`src/design/mdms_pkg.sv`:
```
// Shared types and constants of the Modbus data model store.
package mdms_pkg;

	localparam int ADDR_W = 16;
	localparam int WORD_W = 16;
	localparam int ACT_W = 3;
	localparam int LANE_W = 3;
	localparam int BYTE_W = 8;
	localparam int CFG_IDX_W = 8;

	localparam logic [LANE_W-1:0] BIT_INDEX_MASK = 3'h7;
	localparam logic [ADDR_W-1:0] TRIG_ADDR = 16'h000A;
	localparam logic [WORD_W-1:0] TRIG_VALUE = 16'h5AA5;
	localparam logic [WORD_W-1:0] DEV_RESET0 = 16'd1;
	localparam logic [WORD_W-1:0] DEV_RESET1 = 16'd100;
	localparam logic [ADDR_W-1:0] DEV_BASE_RST = 16'h0000;
	localparam logic [ADDR_W-1:0] CTL_BASE_RST = 16'h000A;
	localparam logic [ADDR_W-1:0] STS_BASE_RST = 16'h0040;

	localparam logic [CFG_IDX_W-1:0] REG_DEVICE_BASE = 8'd0;
	localparam logic [CFG_IDX_W-1:0] REG_CONTROL_BASE = 8'd1;
	localparam logic [CFG_IDX_W-1:0] REG_STATUS_BASE = 8'd2;
	localparam logic [CFG_IDX_W-1:0] REG_UPGRADE_EN = 8'd3;

	localparam logic [ACT_W-1:0] ACT_READ_REG = 3'd0;
	localparam logic [ACT_W-1:0] ACT_WRITE_HOLD = 3'd1;
	localparam logic [ACT_W-1:0] ACT_READ_COIL = 3'd2;
	localparam logic [ACT_W-1:0] ACT_WRITE_COIL = 3'd3;
	localparam logic [ACT_W-1:0] ACT_READ_DISC = 3'd4;
	localparam logic [ACT_W-1:0] ACT_WRITE_DISC = 3'd5;
	localparam logic [ACT_W-1:0] ACT_WRITE_STATUS = 3'd6;

	typedef struct packed {
		logic [ACT_W-1:0] action;
		logic [ADDR_W-1:0] address;
		logic register_kind;
		logic [WORD_W-1:0] write_value;
	} mdms_cmd_t;

	typedef struct packed {
		logic [WORD_W-1:0] read_data;
		logic address_hit;
		logic is_holding_address;
		logic is_input_address;
		logic upgrade_request;
	} mdms_res_t;

	typedef struct packed {
		logic word_rd;
		logic word_wr;
		logic bit_rd;
		logic bit_wr;
		logic hit;
		logic is_hold;
		logic is_inp;
		logic upgrade;
	} mdms_acc_t;

	typedef enum logic [3:0] {
		ST_CLEAR = 4'b0001,
		ST_IDLE  = 4'b0010,
		ST_READ  = 4'b0100,
		ST_WRITE = 4'b1000
	} mdms_state_t;

endpackage

```
`src/design/mdms_access_dec.sv`:
```
// Region decode of one access: hit flags, memory operation and memory addresses.
module mdms_access_dec #(
	parameter int DEVICE_WORDS = 10,
	parameter int CONTROL_WORDS = 50,
	parameter int STATUS_WORDS = 50,
	parameter int COIL_COUNT = 256,
	parameter int DISCRETE_COUNT = 256,
	localparam int WORD_DEPTH = DEVICE_WORDS + CONTROL_WORDS + STATUS_WORDS,
	localparam int WAW = $clog2(WORD_DEPTH),
	localparam int COIL_ROWS = (COIL_COUNT + 7) / 8,
	localparam int DISC_ROWS = (DISCRETE_COUNT + 7) / 8,
	localparam int BAW = $clog2(COIL_ROWS + DISC_ROWS)
) (
	input  mdms_pkg::mdms_cmd_t cmd,
	input  logic [mdms_pkg::ADDR_W-1:0] device_base,
	input  logic [mdms_pkg::ADDR_W-1:0] control_base,
	input  logic [mdms_pkg::ADDR_W-1:0] status_base,
	input  logic upgrade_en,
	output mdms_pkg::mdms_acc_t acc,
	output logic [WAW-1:0] word_idx,
	output logic [BAW-1:0] bit_row,
	output logic [mdms_pkg::LANE_W-1:0] lane
);
	import mdms_pkg::*;

	logic [ADDR_W-1:0] off_dev, off_ctl, off_sts;
	logic dev_hit, ctl_hit, sts_hit, hold_hit;
	logic coil_in, disc_in;
	logic [WAW-1:0] hold_idx, sts_idx;
	logic [BAW-1:0] row_base;

	assign off_dev = cmd.address - device_base;
	assign off_ctl = cmd.address - control_base;
	assign off_sts = cmd.address - status_base;
	assign dev_hit = (cmd.address >= device_base) && (off_dev < ADDR_W'(DEVICE_WORDS));
	assign ctl_hit = (cmd.address >= control_base) && (off_ctl < ADDR_W'(CONTROL_WORDS));
	assign sts_hit = (cmd.address >= status_base) && (off_sts < ADDR_W'(STATUS_WORDS));
	assign hold_hit = dev_hit || ctl_hit;

	assign hold_idx = dev_hit ? WAW'(off_dev) : WAW'(DEVICE_WORDS) + WAW'(off_ctl);
	assign sts_idx = WAW'(DEVICE_WORDS + CONTROL_WORDS) + WAW'(off_sts);

	assign coil_in = {1'b0, cmd.address} < (ADDR_W+1)'(COIL_COUNT);
	assign disc_in = {1'b0, cmd.address} < (ADDR_W+1)'(DISCRETE_COUNT);
	assign lane = cmd.address[LANE_W-1:0] & BIT_INDEX_MASK;

	always_comb begin
		acc = '0;
		acc.is_hold = hold_hit;
		acc.is_inp = sts_hit;
		word_idx = hold_idx;
		row_base = '0;
		case (cmd.action)
			ACT_READ_REG: begin
				if (cmd.register_kind) begin
					word_idx = sts_idx;
					acc.hit = sts_hit;
				end else begin
					acc.hit = hold_hit;
				end
				acc.word_rd = acc.hit;
			end
			ACT_WRITE_HOLD: begin
				acc.hit = hold_hit;
				acc.word_wr = hold_hit;
				acc.upgrade = upgrade_en && (cmd.address == TRIG_ADDR) &&
					(cmd.write_value == TRIG_VALUE);
			end
			ACT_READ_COIL: begin
				acc.hit = coil_in;
				acc.bit_rd = coil_in;
			end
			ACT_WRITE_COIL: begin
				acc.hit = coil_in;
				acc.bit_wr = coil_in;
			end
			ACT_READ_DISC: begin
				acc.hit = disc_in;
				acc.bit_rd = disc_in;
				row_base = BAW'(COIL_ROWS);
			end
			ACT_WRITE_DISC: begin
				acc.hit = disc_in;
				acc.bit_wr = disc_in;
				row_base = BAW'(COIL_ROWS);
			end
			ACT_WRITE_STATUS: begin
				word_idx = sts_idx;
				acc.hit = sts_hit;
				acc.word_wr = sts_hit;
			end
			default: begin
				acc.hit = 1'b0;
			end
		endcase
	end

	assign bit_row = row_base + BAW'(cmd.address >> LANE_W);

endmodule

```
`src/design/modbus_data_model_store.sv`:
```
// Top level of the Modbus data model store: word and bit memories with read-modify-write control.
//
// Channel  | Handshake                  | Payload
// command  | start, busy                | cmd (action, address, register_kind, write_value)
// result   | done (one-cycle strobe)    | result (read_data, flags, upgrade_request)
// config   | cfg_valid, cfg_ready       | cfg_index, cfg_data
//
// A transaction is accepted when start is high and busy is low; it is latched and decoded,
// the memories are read, then the data is modified and written back, and done strobes with
// the result. The next transaction can be accepted in the cycle that shows the result, so
// transactions do not overlap, owing to the single-port read-then-write of the word and bit
// memories. After reset a clearing pass over max(DEVICE_WORDS+CONTROL_WORDS+STATUS_WORDS,
// bit rows) addresses keeps busy high.
// The receiver cannot stall; configuration writes are always taken.
module modbus_data_model_store #(
	parameter int DEVICE_WORDS = 10,
	parameter int CONTROL_WORDS = 50,
	parameter int STATUS_WORDS = 50,
	parameter int COIL_COUNT = 256,
	parameter int DISCRETE_COUNT = 256
) (
	input  logic clk,
	input  logic arst_n,
	input  logic start,
	output logic busy,
	input  mdms_pkg::mdms_cmd_t cmd,
	output logic done,
	output mdms_pkg::mdms_res_t result,
	input  logic cfg_valid,
	output logic cfg_ready,
	input  logic [mdms_pkg::CFG_IDX_W-1:0] cfg_index,
	input  logic [mdms_pkg::WORD_W-1:0] cfg_data
);
	import mdms_pkg::*;

	localparam int WORD_DEPTH = DEVICE_WORDS + CONTROL_WORDS + STATUS_WORDS;
	localparam int WAW = $clog2(WORD_DEPTH);
	localparam int COIL_ROWS = (COIL_COUNT + 7) / 8;
	localparam int DISC_ROWS = (DISCRETE_COUNT + 7) / 8;
	localparam int BIT_DEPTH = COIL_ROWS + DISC_ROWS;
	localparam int BAW = $clog2(BIT_DEPTH);
	localparam int CLR_DEPTH = (WORD_DEPTH > BIT_DEPTH) ? WORD_DEPTH : BIT_DEPTH;
	localparam int CIW = $clog2(CLR_DEPTH);

	mdms_state_t state_q;
	logic [CIW-1:0] clr_q;
	logic [ADDR_W-1:0] device_base_q, control_base_q, status_base_q;
	logic upgrade_en_q;

	mdms_acc_t acc_d, acc_q;
	logic [WAW-1:0] word_idx_d, word_idx_q;
	logic [BAW-1:0] bit_row_d, bit_row_q;
	logic [LANE_W-1:0] lane_d, lane_q;
	logic [WORD_W-1:0] wval_q;

	logic [WORD_W-1:0] wmem [WORD_DEPTH];
	logic [BYTE_W-1:0] bmem [BIT_DEPTH];
	logic [WORD_W-1:0] wrd_q;
	logic [BYTE_W-1:0] brd_q;

	logic wmem_we, bmem_we;
	logic [WAW-1:0] wmem_wa;
	logic [BAW-1:0] bmem_wa;
	logic [WORD_W-1:0] wmem_wd, clr_word;
	logic [BYTE_W-1:0] bmem_wd, new_byte;
	logic clr_in_word, clr_in_bit, accept;
	logic done_q;
	mdms_res_t result_q;

	assign busy = (state_q != ST_IDLE);
	assign accept = start && !busy;
	assign cfg_ready = 1'b1;
	assign done = done_q;
	assign result = result_q;

	mdms_access_dec #(
		.DEVICE_WORDS(DEVICE_WORDS),
		.CONTROL_WORDS(CONTROL_WORDS),
		.STATUS_WORDS(STATUS_WORDS),
		.COIL_COUNT(COIL_COUNT),
		.DISCRETE_COUNT(DISCRETE_COUNT)
	) u_dec (
		.cmd(cmd),
		.device_base(device_base_q),
		.control_base(control_base_q),
		.status_base(status_base_q),
		.upgrade_en(upgrade_en_q),
		.acc(acc_d),
		.word_idx(word_idx_d),
		.bit_row(bit_row_d),
		.lane(lane_d)
	);

	always_ff @(posedge clk or negedge arst_n) begin
		if (!arst_n) begin
			device_base_q <= DEV_BASE_RST;
			control_base_q <= CTL_BASE_RST;
			status_base_q <= STS_BASE_RST;
			upgrade_en_q <= 1'b0;
		end else if (cfg_valid && cfg_ready) begin
			case (cfg_index)
				REG_DEVICE_BASE: device_base_q <= cfg_data;
				REG_CONTROL_BASE: control_base_q <= cfg_data;
				REG_STATUS_BASE: status_base_q <= cfg_data;
				REG_UPGRADE_EN: upgrade_en_q <= cfg_data[0];
				default: begin
				end
			endcase
		end
	end

	always_ff @(posedge clk or negedge arst_n) begin
		if (!arst_n) begin
			state_q <= ST_CLEAR;
			clr_q <= '0;
			done_q <= 1'b0;
		end else begin
			done_q <= 1'b0;
			case (state_q)
				ST_CLEAR: begin
					clr_q <= clr_q + 1'b1;
					if (clr_q == CIW'(CLR_DEPTH - 1)) begin
						state_q <= ST_IDLE;
					end
				end
				ST_IDLE: begin
					if (start) begin
						state_q <= ST_READ;
					end
				end
				ST_READ: begin
					state_q <= ST_WRITE;
				end
				ST_WRITE: begin
					done_q <= 1'b1;
					state_q <= ST_IDLE;
				end
				default: begin
					state_q <= ST_IDLE;
				end
			endcase
		end
	end

	always_ff @(posedge clk) begin
		if (accept) begin
			acc_q <= acc_d;
			word_idx_q <= word_idx_d;
			bit_row_q <= bit_row_d;
			lane_q <= lane_d;
			wval_q <= cmd.write_value;
		end
		if (state_q == ST_WRITE) begin
			result_q.address_hit <= acc_q.hit;
			result_q.is_holding_address <= acc_q.is_hold;
			result_q.is_input_address <= acc_q.is_inp;
			result_q.upgrade_request <= acc_q.upgrade;
			if (acc_q.word_rd) begin
				result_q.read_data <= wrd_q;
			end else if (acc_q.bit_rd) begin
				result_q.read_data <= {{(WORD_W-1){1'b0}}, brd_q[lane_q]};
			end else begin
				result_q.read_data <= '0;
			end
		end
	end

	assign clr_in_word = {1'b0, clr_q} < (CIW+1)'(WORD_DEPTH);
	assign clr_in_bit = {1'b0, clr_q} < (CIW+1)'(BIT_DEPTH);

	always_comb begin
		clr_word = '0;
		if (clr_q == '0) begin
			clr_word = DEV_RESET0;
		end else if ((DEVICE_WORDS > 1) && (clr_q == CIW'(1))) begin
			clr_word = DEV_RESET1;
		end
	end

	always_comb begin
		new_byte = brd_q;
		new_byte[lane_q] = (wval_q != '0);
	end

	always_comb begin
		if (state_q == ST_CLEAR) begin
			wmem_we = clr_in_word;
			wmem_wa = WAW'(clr_q);
			wmem_wd = clr_word;
			bmem_we = clr_in_bit;
			bmem_wa = BAW'(clr_q);
			bmem_wd = '0;
		end else begin
			wmem_we = (state_q == ST_WRITE) && acc_q.word_wr;
			wmem_wa = word_idx_q;
			wmem_wd = wval_q;
			bmem_we = (state_q == ST_WRITE) && acc_q.bit_wr;
			bmem_wa = bit_row_q;
			bmem_wd = new_byte;
		end
	end

	always_ff @(posedge clk) begin
		if (wmem_we) begin
			wmem[wmem_wa] <= wmem_wd;
		end
		if (state_q == ST_READ) begin
			wrd_q <= wmem[word_idx_q];
		end
	end

	always_ff @(posedge clk) begin
		if (bmem_we) begin
			bmem[bmem_wa] <= bmem_wd;
		end
		if (state_q == ST_READ) begin
			brd_q <= bmem[bit_row_q];
		end
	end

	a_done_after_write: assert property (@(posedge clk) disable iff (!arst_n)
		done |-> $past(state_q == ST_WRITE))
		else $error("Result strobe without a preceding write-back cycle.");

	a_accept_reads: assert property (@(posedge clk) disable iff (!arst_n)
		accept |=> (state_q == ST_READ))
		else $error("Accepted transaction did not start a memory read.");

	a_no_write_when_busy_read: assert property (@(posedge clk) disable iff (!arst_n)
		(state_q == ST_READ) |-> (!wmem_we && !bmem_we))
		else $error("Memory written during the read cycle of a transaction.");

	a_data_needs_hit: assert property (@(posedge clk) disable iff (!arst_n)
		(done && (result.read_data != '0)) |-> result.address_hit)
		else $error("Nonzero read data on a missed access.");

endmodule
```
`config.mk`:
```
export PLATFORM = sky130hd
export DESIGN_NAME = modbus_data_model_store
export DESIGN_NICKNAME = d
export VERILOG_FILES = /design/src/design/mdms_pkg.sv /design/src/design/mdms_access_dec.sv /design/src/design/modbus_data_model_store.sv
export SDC_FILE = /design/constraint.sdc
export NUM_CORES = 2
export LEC_CHECK = 0
export BUFFER_PORTS_ARGS = -buffer_cell sky130_fd_sc_hd__buf_2
export CORE_ASPECT_RATIO = 0.5
export CORE_MARGIN = 1
export CORE_UTILIZATION = 25
export DETAILED_ROUTE_END_ITERATION = 12
export MAX_ROUTING_LAYER = met4
export REMOVE_ABC_BUFFERS = 1
export SYNTH_ARGS = -nofsm -noshare
export SYNTH_HDL_FRONTEND = slang
export SYNTH_SLANG_ARGS = --single-unit
```
`constraint.sdc`:
```
create_clock -name clk -period 10.6 [get_ports clk]
set_input_delay 2.12 -clock clk [delete_from_list [all_inputs] [get_ports clk]]
set_output_delay 2.12 -clock clk [all_outputs]
set_load 0.01 [all_outputs]
```
# Word-level counts from Yosys, hierarchy flattened
# Memories as Yosys holds them, arrays and structs flattened. A register that Yosys moved wholly into a read port is not among the register bits.
# Cells that the tools add are included.
# totals
register_bits	121
ramBits	2272
output_inout_bits	23
word_cells	118
mem_count	2
# mem_list
memory	depth	word_bits	rd	rd_ports_with_merged_regs	write_ports	line	rtl
wmem	110	16	1	1	1	modbus_data_model_store.sv:56	logic [WORD_W-1:0] wmem [WORD_DEPTH];
bmem	64	8	1	1	1	modbus_data_model_store.sv:57	logic [BYTE_W-1:0] bmem [BIT_DEPTH];
# classes
addsub	7
n_lt_le_gt_ge	11
n_eq_ne	20
n_mux	30
reduce_logical	24
# ops
cell	count
$ge A16 B16 Y1	3
$sub A16 B16 Y16	3
$mux W7	5
$lt A16 B6 Y1 const B	2
$mux W16	2
$eq A16 B15 Y1 const B	1
$eq A16 B4 Y1 const B	1
$eq A8 B2 Y1 const B	2
$lt A16 B4 Y1 const B	1
$lt A16 B9 Y1 const B	1
$reduce_bool A16 Y1	1
$lt A7 B7 Y1 const B	2
$pmux W7 S2	1
$mux W6	2
$pmux W4 S3	1
$mux W1	11
$reduce_and A2 Y1	5
$eq A3 B3 Y1 const B	3
$logic_and A1 B1 Y1	9
$bwmux W8	1
$eq A8 B1 Y1 const B	1
$logic_not A8 Y1	1
$mux W4	2
$mux W8	1
other kinds (26)	30

# Depth between registers and ports, before layout
# logic_depth
word_depth	6
ltp_mapped	13

# Modules after synthesis
# A second synthesis with hierarchy kept.
# unflattened
hier_cells	4477
hier_area_um2	96502.6
# by_module_without_submodules
mod	n_inst	cells_each	area_per_inst_um2	seq_area_each_um2
modbus_data_model_store	1	3925	92850.3	72279.3
mdms_access_dec	1	552	3652.3	0.0

# Least setup slack after synthesis
# OpenSTA, ideal clock, no wires.
# synth_path
path_type	register -> register
start	register state_q[0]
end	memory wmem[0][0], data pin
arrival_ns	6.189
required_time_ns	9.515
path_slack_ns	3.326
stages_incl_launch_ff	5
path_buffers	1
path_cell_list	dfstp_2 -> nor4b_1 -> clkbuf_1 -> nand3_1 -> o31ai_1
# synth_between
elab_chain_len	2
# synth_lines
element	line	rtl
from (decl)	modbus_data_model_store.sv:45	mdms_state_t state_q;
from (signal assigned)	modbus_data_model_store.sv:114	state_q <= ST_CLEAR;
from (signal assigned)	modbus_data_model_store.sv:123	state_q <= ST_IDLE;
from (signal assigned)	modbus_data_model_store.sv:128	state_q <= ST_READ;
$eq A4 B1 Y1	modbus_data_model_store.sv:186	if (state_q == ST_CLEAR) begin
$mux W16	modbus_data_model_store.sv:186	
via wmem_wd[0]	modbus_data_model_store.sv:64	logic [WORD_W-1:0] wmem_wd, clr_word;
to (decl)	modbus_data_model_store.sv:56	
# The timed path passes the listed nets, and every way through them passes these cells.

# Worst setup path in the final report
# layout_path
start	input port cmd[17] (netlist name)
end	register acc_q[7] (netlist name), data pin
# layout_between
elab_chain_len	5
elab_cells_between_ends	14
# layout_lines
element	line	rtl
from (decl)	modbus_data_model_store.sv:26	input mdms_pkg::mdms_cmd_t cmd,
$sub A16 B16 Y16, on equally long branches	mdms_access_dec.sv:32, mdms_access_dec.sv:33	
$lt A16 B4 Y1 or $lt A16 B6 Y1 (tied branches)	mdms_access_dec.sv:35, mdms_access_dec.sv:36	
$logic_and A1 B1 Y1, on equally long branches	mdms_access_dec.sv:35, mdms_access_dec.sv:36	
$logic_or A1 B1 Y1	mdms_access_dec.sv:38	assign hold_hit = dev_hit || ctl_hit;
$mux W1 (*)	mdms_access_dec.sv:55	if (cmd.register_kind) begin
to (signal assigned)	modbus_data_model_store.sv:147	acc_q <= acc_d;
to (decl)	modbus_data_model_store.sv:50	mdms_acc_t acc_d, acc_q;
# Mark *: on every way between the ends. The rest lies on a longest branch, timed or not.
# A chain may end at the register's enable or synchronous reset.

==> impl_metrics.env <==
export IMPL_place_congestion=0.8936
export IMPL_crit_arrival_ns=5.91
export IMPL_io_pin_count=87
export IMPL_ys_seq_area_frac=0.7525
export IMPL_slew_violations=0
export IMPL_synthCells=4425
export IMPL_track_usage=0.1173
export IMPL_core_area_um2=381200
export IMPL_p_clk_frac=0.348
export IMPL_grt_pass1_wl_um=329200
export IMPL_ir_drop_uv=159.9
export IMPL_postLayoutCellArea_um2=110900
export IMPL_final_util=0.2909
export IMPL_ys_flop_type="edfxtp_1"
export IMPL_io_buffers=85
export IMPL_maxSlewHeadroom=0.1319
export IMPL_hold_viol_final=0
export IMPL_die_area_um2=386800
export IMPL_fmax_ghz=0.1891
export IMPL_cp_start_kind="primary input"
export IMPL_hpwl_um=133700
export IMPL_cts_max_level=4
export IMPL_vias=45330
export IMPL_final_cell_mix="edfxtp_1 (2,356), mux4_2 (730), clkbuf_16 (235)"
export IMPL_p_seq_frac=0.486
export IMPL_instances_no_fill=9988
export IMPL_period_share=0.4989
export IMPL_p_comb_frac=0.165
export IMPL_power_internal_mw=16.95
export IMPL_grt_max_degree=134
export IMPL_path_max_fanout=10
export IMPL_final_common_cell="edfxtp_1"
export IMPL_clockBufferDepth=4
export IMPL_clkTransAtPathRegs_ns=0.06
export IMPL_fin_tns_setup_ns=0
export IMPL_rsz0062_at_grt="false"
export IMPL_max_cap_violations=0
export IMPL_grt_pass1_vias=45890
export IMPL_syn_area_per_cell_um2=21.71
export IMPL_drc=0
export IMPL_detail_route_first_pass_iterations=5
export IMPL_crit_required_ns=11.22
export IMPL_rows=160
export IMPL_area_growth_pct=15.43
export IMPL_pre_cts_slack_ns=4.466
export IMPL_outcome="finished clean"
export IMPL_fin_skew_ns=0.09901
export IMPL_drive_gt1_frac=0.2969
export IMPL_chipHeight_um=440.3
export IMPL_ant_nets=0
export IMPL_synth_edf_count=2356
export IMPL_wl_um=226900
export IMPL_setup_viol=0
export IMPL_cts_setup_buffers=0
export IMPL_swShare=0.2572
export IMPL_power_leakage_nw=33.91
export IMPL_holdWs_ns=0.4300
export IMPL_syn_cell_area_um2=96050
export IMPL_die_x_um=878.6
export IMPL_ys_warn_count=0
export IMPL_num_nets_final=4819
export IMPL_worst_pin_slew_ns=1.302
export IMPL_antenna_found_initial=1
export IMPL_switching_power_mw=5.871
export IMPL_tritoncts="yes"
export IMPL_yosysUniqueCellTypes=69
export IMPL_cts_buffers=233
export IMPL_ys_seq_elements=2417
export IMPL_start_util=0.2520
export IMPL_ctsHoldBuffers=0
export IMPL_synthArstFlopShare=0.02524
export IMPL_via_per_inst=4.538
export IMPL_powerDensity_nw_per_um2=205.9
export IMPL_root_buffer="clkbuf_16"
export IMPL_crit_type="in -> reg"
export IMPL_drt_initial_drc_count=4525
export IMPL_dpl_cell_count=9567
export IMPL_place_area_um2=103700
export IMPL_total_power_mw=22.83
export IMPL_clk_latency_ns=0.88
export IMPL_cts_sinks=2417
export IMPL_ctsResizeCount=0
export IMPL_timing_final_ws_setup_ns=5.312
export IMPL_min_period_ns=5.288
export IMPL_grt_ovfl_total=0
export IMPL_wl_per_cell_um=22.72
export IMPL_min_path_type="reg -> reg"
export IMPL_worst_setup_path_end_kind="flop"
-- worst paths after layout --
| path | start | end | slack [ns] | cells past startpoint |
|---|---|---|---|---|
| min in group asynchronous | arst_n | control_base_q[13]$_DFFE_PN0P_ | 1.47 | 2 |
| worst max-delay path | cmd[17] | acc_q[7]$_SDFFCE_PN0P_ | 5.31 | 13 |
| worst min-delay path | acc_q[0]$_SDFFCE_PN0P_ | result[0]$_DFFE_PP_ | 0.43 | 0 |
| max in group asynchronous | arst_n | clr_q[4]$_DFFE_PN0P_ | 8.55 | 2 |
| worst max register to register | word_idx_q[0]$_DFFE_PP_ | wrd_q[5]$_DFFE_PP_ | 5.75 | 7 |
| worst min register to register | acc_q[0]$_SDFFCE_PN0P_ | result[0]$_DFFE_PP_ | 0.43 | 0 |
-- state kept, by name (all words and copies together) (netlist names) --
| register | cells |
|---|---|
| clr_q | 7 |
| status_base_q | 16 |
| bit_row_q | 6 |
| device_base_q | 16 |
| done | 1 |
| brd_q | 8 |
| upgrade_en_q | 1 |
| lane_q | 3 |
| control_base_q | 16 |
| word_idx_q | 7 |
| wrd_q | 16 |
| wval_q | 16 |
| result | 20 |
| state_q | 4 |
| acc_q | 8 |
| wmem | 1760 |
| bmem | 512 |
-- layout make-up --
type / instances / area (um2)
Antenna cell: 1 / 2.502
Fill cell: 37010 / 270300
Sequential cell: 2417 / 72280
Inverter: 70 / 262.8
Multi-Input combinational cell: 1717 / 22930
Clock buffer: 287 / 6076
Tap cell: 5103 / 6385
Clock inverter: 133 / 1105
Timing Repair Buffer: 260 / 1827
-- cells by family after synthesis --
family                   count (synthesis)  synth area share
flip-flops                            2417            0.7525
multiplexers                           823            0.1816
AND/OR/NAND/NOR                        572           0.02827
buffers and inverters                  291           0.01153
AO/OA/AOI/OAI                          239           0.01613
adder cells (fa/ha/maj)                 56          0.007530
XOR/XNOR                                26          0.002371
other                                    1        0.00003904
-- cell usage after synthesis, types with 5 or more instances --
cell / n / area (um2)
nor2_1: 228 / 855.8
nor4b_1: 5 / 43.79
mux2i_1: 37 / 370.4
a21oi_1: 35 / 175.2
o22ai_1: 7 / 43.79
mux4_2: 730 / 16440
edfxtp_1: 2356 / 70750
nand4_1: 13 / 81.33
nor4bb_1: 6 / 60.06
a211oi_1: 14 / 105.1
xor2_1: 9 / 78.83
xnor2_1: 17 / 148.9
o21ai_0: 86 / 430.4
inv_1: 70 / 262.8
nand3_1: 38 / 190.2
and2_1: 29 / 181.4
nand2_1: 136 / 510.5
o21a_1: 13 / 97.59
mux2_2: 56 / 630.6
nand2b_1: 23 / 143.9
nor3_1: 19 / 95.09
nor2b_1: 6 / 37.54
a21o_1: 15 / 112.6
o31ai_1: 10 / 75.07
nand3b_1: 21 / 157.7
ha_1: 53 / 663.1
a31oi_1: 9 / 56.30
nor4_1: 11 / 68.82
nor3b_1: 7 / 52.55
o21bai_1: 5 / 37.54
or3_1: 10 / 62.56
clkbuf_1: 142 / 533.0
and3_1: 5 / 31.28
buf_1: 74 / 277.8
dfrtp_1: 57 / 1426
-- critical path: stages --
cell	delay, ns
buf_2	0.11
inv_1	0.08
ha_1	0.23
fa_1	0.40
nand2b_1	0.18
a21boi_0	0.30
o21ai_0	0.24
a2111oi_2	0.38
nand4_1	0.13
or4_4	0.58
nor4_4	0.63
o21bai_2	0.15
a2111oi_2	0.36
-- per-layer routing --
metal | wire length (um) | track usage | vias up | share of wire
met3 | 12880 | 0.01687 | 324 | 0.057
met1 | 96260 | 0.1539 | 24490 | 0.42
met5 | 0 | - | - | 0
met2 | 112200 | 0.1930 | 1400 | 0.49
li1 | - | - | 19110 | -
met4 | 5572 | 0.02928 | 0 | 0.025
-- power groups by stage --
stage,clock (mW),sequential (mW),combinational [mW]
after floorplan,0,11.8,3.01
after global placement,0,11.3,3.81
after detailed placement,0,11.3,3.85
after CTS,8.12,11.1,3.86
after global routing,8.47,11.1,4.00
final,7.95,11.1,3.77
(Power assumes the default switching activity.)
